===== src/phsc_pkg.sv =====
// Package for the probing hash sample counter.
// Holds the beat types, action and status codes and the control state type.
// No dependencies.
package phsc_pkg;

   localparam int KEY_W   = 64;
   localparam int COUNT_W = 64;
   localparam int SLOT_W  = 9;
   localparam int LEVEL_W = 8;
   localparam int DIGIT_W = 8;

   localparam logic [2:0] ACT_SAMPLE  = 3'd0;
   localparam logic [2:0] ACT_CLEAR   = 3'd1;
   localparam logic [2:0] ACT_SUSPEND = 3'd2;
   localparam logic [2:0] ACT_RESUME  = 3'd3;
   localparam logic [2:0] ACT_READ    = 3'd4;

   localparam logic [2:0] STAT_COUNTED   = 3'd0;
   localparam logic [2:0] STAT_SUSPENDED = 3'd1;
   localparam logic [2:0] STAT_ZERO      = 3'd2;
   localparam logic [2:0] STAT_FULL      = 3'd3;
   localparam logic [2:0] STAT_DONE      = 3'd4;
   localparam logic [2:0] STAT_UNDERFLOW = 3'd5;

   localparam logic [LEVEL_W-1:0] LEVEL_MAX = 8'd255;

   typedef struct packed {
      logic [2:0]         action;
      logic [KEY_W-1:0]   sample_state;
      logic [SLOT_W-1:0]  entry_index;
   } phsc_req_type;

   typedef struct packed {
      logic [2:0]         status;
      logic [SLOT_W-1:0]  slot;
      logic [KEY_W-1:0]   entry_state;
      logic [COUNT_W-1:0] entry_count;
      logic [LEVEL_W-1:0] suspend_level;
   } phsc_rsp_type;

   typedef enum logic [2:0] {
      S_CLEAR,
      S_IDLE,
      S_MOD,
      S_READ,
      S_CHECK,
      S_RESP
   } phsc_state_type;

endpackage


===== src/phsc_mod.sv =====
// Remainder of a 64-bit key by the table size, one byte per cycle.
// Depends on phsc_pkg.
module phsc_mod
   import phsc_pkg::*;
#(
   parameter int TABLE_SIZE = 257
) (
   input  logic                          clock,
   input  logic                          reset,
   input  logic                          start,
   input  logic [KEY_W-1:0]              value,
   output logic                          done,
   output logic [$clog2(TABLE_SIZE)-1:0] remainder
);

   localparam int AW    = $clog2(TABLE_SIZE);
   localparam int STEPS = KEY_W / DIGIT_W;
   localparam int CW    = $clog2(STEPS);
   localparam logic [AW:0]   NX   = (AW+1)'(TABLE_SIZE);
   localparam logic [CW-1:0] LAST = CW'(STEPS - 1);

   logic [KEY_W-1:0] shift_ff, shift_in;
   logic [AW-1:0]    rem_ff, rem_in;
   logic [CW-1:0]    cnt_ff, cnt_in;
   logic             busy_ff, busy_in;
   logic             done_ff, done_in;
   logic [AW-1:0]    rem_step;

   always_comb begin
      logic [AW-1:0] r;
      logic [AW:0]   t;
      r = rem_ff;
      t = '0;
      for (int i = 0; i < DIGIT_W; i++) begin
         t = {r, shift_ff[KEY_W-1-i]};
         if (t >= NX) begin
            t = t - NX;
         end
         r = t[AW-1:0];
      end
      rem_step = r;
   end

   always_comb begin
      shift_in = shift_ff;
      rem_in   = rem_ff;
      cnt_in   = cnt_ff;
      busy_in  = busy_ff;
      done_in  = 1'b0;
      if (start) begin
         shift_in = value;
         rem_in   = '0;
         cnt_in   = '0;
         busy_in  = 1'b1;
      end else if (busy_ff) begin
         shift_in = shift_ff << DIGIT_W;
         rem_in   = rem_step;
         cnt_in   = cnt_ff + CW'(1);
         if (cnt_ff == LAST) begin
            busy_in = 1'b0;
            done_in = 1'b1;
         end
      end
   end

   always_ff @(posedge clock) begin
      shift_ff <= shift_in;
      rem_ff   <= rem_in;
      cnt_ff   <= cnt_in;
      if (reset) begin
         busy_ff <= 1'b0;
         done_ff <= 1'b0;
      end else begin
         busy_ff <= busy_in;
         done_ff <= done_in;
      end
   end

   assign done      = done_ff;
   assign remainder = rem_ff;

endmodule


===== config.mk =====
export PLATFORM = sky130hd
export DESIGN_NAME = phsc_mod
export DESIGN_NICKNAME = d
export VERILOG_FILES = /design/src/phsc_pkg.sv /design/src/phsc_mod.sv
export SDC_FILE = /design/constraint.sdc
export NUM_CORES = 1
export LEC_CHECK = 0
export BUFFER_PORTS_ARGS = -buffer_cell sky130_fd_sc_hd__buf_2
export CAP_MARGIN = 20
export CORE_MARGIN = 2
export CORE_UTILIZATION = 35
export DETAILED_ROUTE_END_ITERATION = 16
export GPL_ROUTABILITY_DRIVEN = 0
export GPL_TIMING_DRIVEN = 0
export PLACE_DENSITY_LB_ADDON = 0.25
export SYNTH_ARGS = -nofsm -noshare
export SYNTH_HDL_FRONTEND = slang
export SYNTH_SLANG_ARGS = --single-unit

===== constraint.sdc =====
create_clock -name clock -period 34 [get_ports clock]
set_input_delay 1.7 -clock clock [delete_from_list [all_inputs] [get_ports clock]]
set_output_delay 1.7 -clock clock [all_outputs]
set_load 0.02 [all_outputs]

==> run metrics <==
RSZ-0062 raised after global routing=no; drt wl/cell=16.8 um; cts bufs inserted=9; Setup CP Type=flop to flop; worst slew pin tran=1.03 ns; flops & latches, synth=78; CP endpoint kind=flop; Max Fclk=72.9 MHz; commonest non-fill, non-tap cell in the layout=buf_2; DRC Markers=0; switching power total=just over 400 uW; Core Box Area=about 19000 um2; Detailed Route Iter0 Violations=between 300 and 400; Req. time, crit path=34.24 ns; setup tns final=0 ns; Root Buffer=clkbuf_16; Reg-to-Reg End=remainder[1]; Antenna Nets Post-Route=0; Clk pwr share=11.4%; slowest stage delay, CP=about 0.73 ns; Post-synth EDFFs=64; switching share of total power=between 50% and 60%; RR Startpoint=shift_ff[63]; drt total wl=16400 um; clk_skew=about 0.0049 ns; Mapped Cells=650; slowest cell on the critical path=a2111oi_0; chip width=142 um; FF-to-FF setup slack=just over 20 ns; ant diodes=0; CP arrival=13.95 ns; hpwl dp=between 10000 and 15000 um; GR Overflow Total=0; internal power=approximately 400 uW; die height=142 um; Area after DPL=~7300 um2; Die Area=roughly 20000 um2; CP max FO=10; # rows=50; Mapped Nets=735; fraction of layout cells with a size suffix above 1=29.8%; Unique masters post-synth=99; first-pass GRT wire length=27500 um; Syn. warnings=0; status=finished, final reports clean; Startpoint Class=flop; initial antenna violation count=2; most frequent cells in the layout=buf_2 (77), mux2_2 (67), edfxtp_1 (64); largest net degree at the start of global routing=65; via/cell ratio=5.59; clk_lat worst skew=between 0.3 and 0.4 ns; P_leak=2.84 nW; routed vias=5447; cts repair resizes=0; Final Hold Slack=0.503 ns; Worst-path clk slew=0.06 ns; Hold Crit Class=flop to flop; post-route minimum period=13.71 ns; Worst slew margin=30.4%; Max Cap Viol=0; layout overhead on the synthesized area=14.4%; CTS tree=built; gr usage total=16.8%; hold path depth=2; clk sinks=78; PwrDens=107 nW/um2; fin. max-slew vios=0; final setup violation count=0; fillers=1866; final core utilization=40.7%; worst reg2reg path depth=48; First-pass DRT Iterations=7; hold_sp=cnt_ff[2]; fin area=7580 um2; number of global-route vias before repair=between 5000 and 6000; combinational power share=72.9%; deepest clock path buffer count=2; peak supply drop=0.0400 mV; final hold violations=0; Setup Buffers After CTS=0; asr flop ratio synth=0%; Post-CTS Hold Buffers=0; Mapped Area=approximately 6600 um2; ys flop type=edfxtp_1; Final nets=821; Syn Area/Cell=about 10 um2; Initial Util=around 36%; H-tree levels=3; io pins=77; Reg power frac=about 16%; worst hold endpoint=cnt_ff[2]; cell mode on critical path=ha_1; Period Utilization, post-route=40.3%; number of port buffers=75; register area share after synthesis=between 30% and 40%
[how the worst max path moves through the flow]
stage / startpoint / end / cells past startpoint
finish: shift_ff[63] / remainder[1] / 48
global route: shift_ff[63] / remainder[1] / 49
CTS: shift_ff[63] / remainder[1] / 48
detailed placement: shift_ff[63] / remainder[1] / 48
global placement: shift_ff[63] / remainder[1] / 48
floorplan: remainder[0] / remainder[1] / 48
[metrics by stage]
| step | worst slack, ns | std cells | power (mW) |
|---|---|---|---|
| 5_1_grt | 19.25 | 975 | 0.879 |
| 3_3_place_gp | 20.40 | 959 | 0.713 |
| 2_1_floorplan | 22.58 | 650 | 0.592 |
| 4_1_cts | 20.26 | 975 | 0.809 |
| 6_report | 20.29 | 975 | 0.811 |
| 3_5_place_dp | 20.33 | 959 | 0.713 |
[power groups by stage]
stage	clock (mW)	sequential, mW	combinational [mW]
2_1_floorplan	0	0.130	0.462
3_3_place_gp	0	0.130	0.584
3_5_place_dp	0	0.129	0.584
4_1_cts	0.0949	0.128	0.587
5_1_grt	0.0985	0.129	0.651
6_report	0.0922	0.128	0.591
[final cells by class]
class                           count  area, um2  share of cell area [%]
Inverter                           20       75.1                   0.991
Clock inverter                      5       50.0                   0.660
Tap cell                          234        293                    3.86
Buffer                             23        108                    1.42
Timing Repair Buffer               75        375                    4.95
Multi-Input combinational cell    529       4240                    56.0
Sequential cell                    78       2200                    29.1
Clock buffer                       11        233                    3.07
[worst max-delay path, delay by kind of cell (launching register included)]
kind / cells / cell delay [ns]
AND/OR/NAND/NOR: 13 / 3.82
AO/OA/AOI/OAI: 11 / 3.46
adder cells (fa/ha/maj): 8 / 2.10
XOR/XNOR: 7 / 1.79
buffers and inverters: 7 / 1.20
multiplexers: 2 / 0.70
flip-flops: 1 / 0.51
[cells in the mapped netlist (14+ instances only)]
cell type / number / area, um2
a21oi_1: 17 / 85.1
and2_1: 17 / 106
clkbuf_1: 16 / 60.1
dfxtp_1: 14 / 280
edfxtp_1: 64 / 1920
ha_1: 18 / 225
inv_1: 20 / 75.1
mux2_2: 67 / 754
mux2i_1: 20 / 200
nand2_1: 32 / 120
nand3_1: 15 / 75.1
nor2_1: 48 / 180
nor3_1: 17 / 85.1
o21ai_0: 17 / 85.1
xnor2_1: 22 / 193
[cell families after synthesis]
group,Yosys count,share of synthesized area [%]
simple gates,233,21.4
compound gates,159,19.9
mux,91,15.3
flops,78,33.2
buf+inv,43,2.76
xor+xnor,28,3.93
fa+ha+maj,18,3.40
[routing by layer]
layer / wire length, um / vias up / global-route usage, %
met1: 7680 / 2571 / 22.4
met5: 0 / - / 0
met3: 1020 / 17 / 4.93
met2: 7480 / 127 / 27.0
li1: - / 2732 / -
met4: 196 / 0 / 3.58
[state kept, by name, summed over array words and instances, names as in the netlist]
name       flops
cnt_ff         3
shift_ff      64
done           1
busy_ff        1
remainder      9
Note: power is estimated with default switching activity, not from simulation.
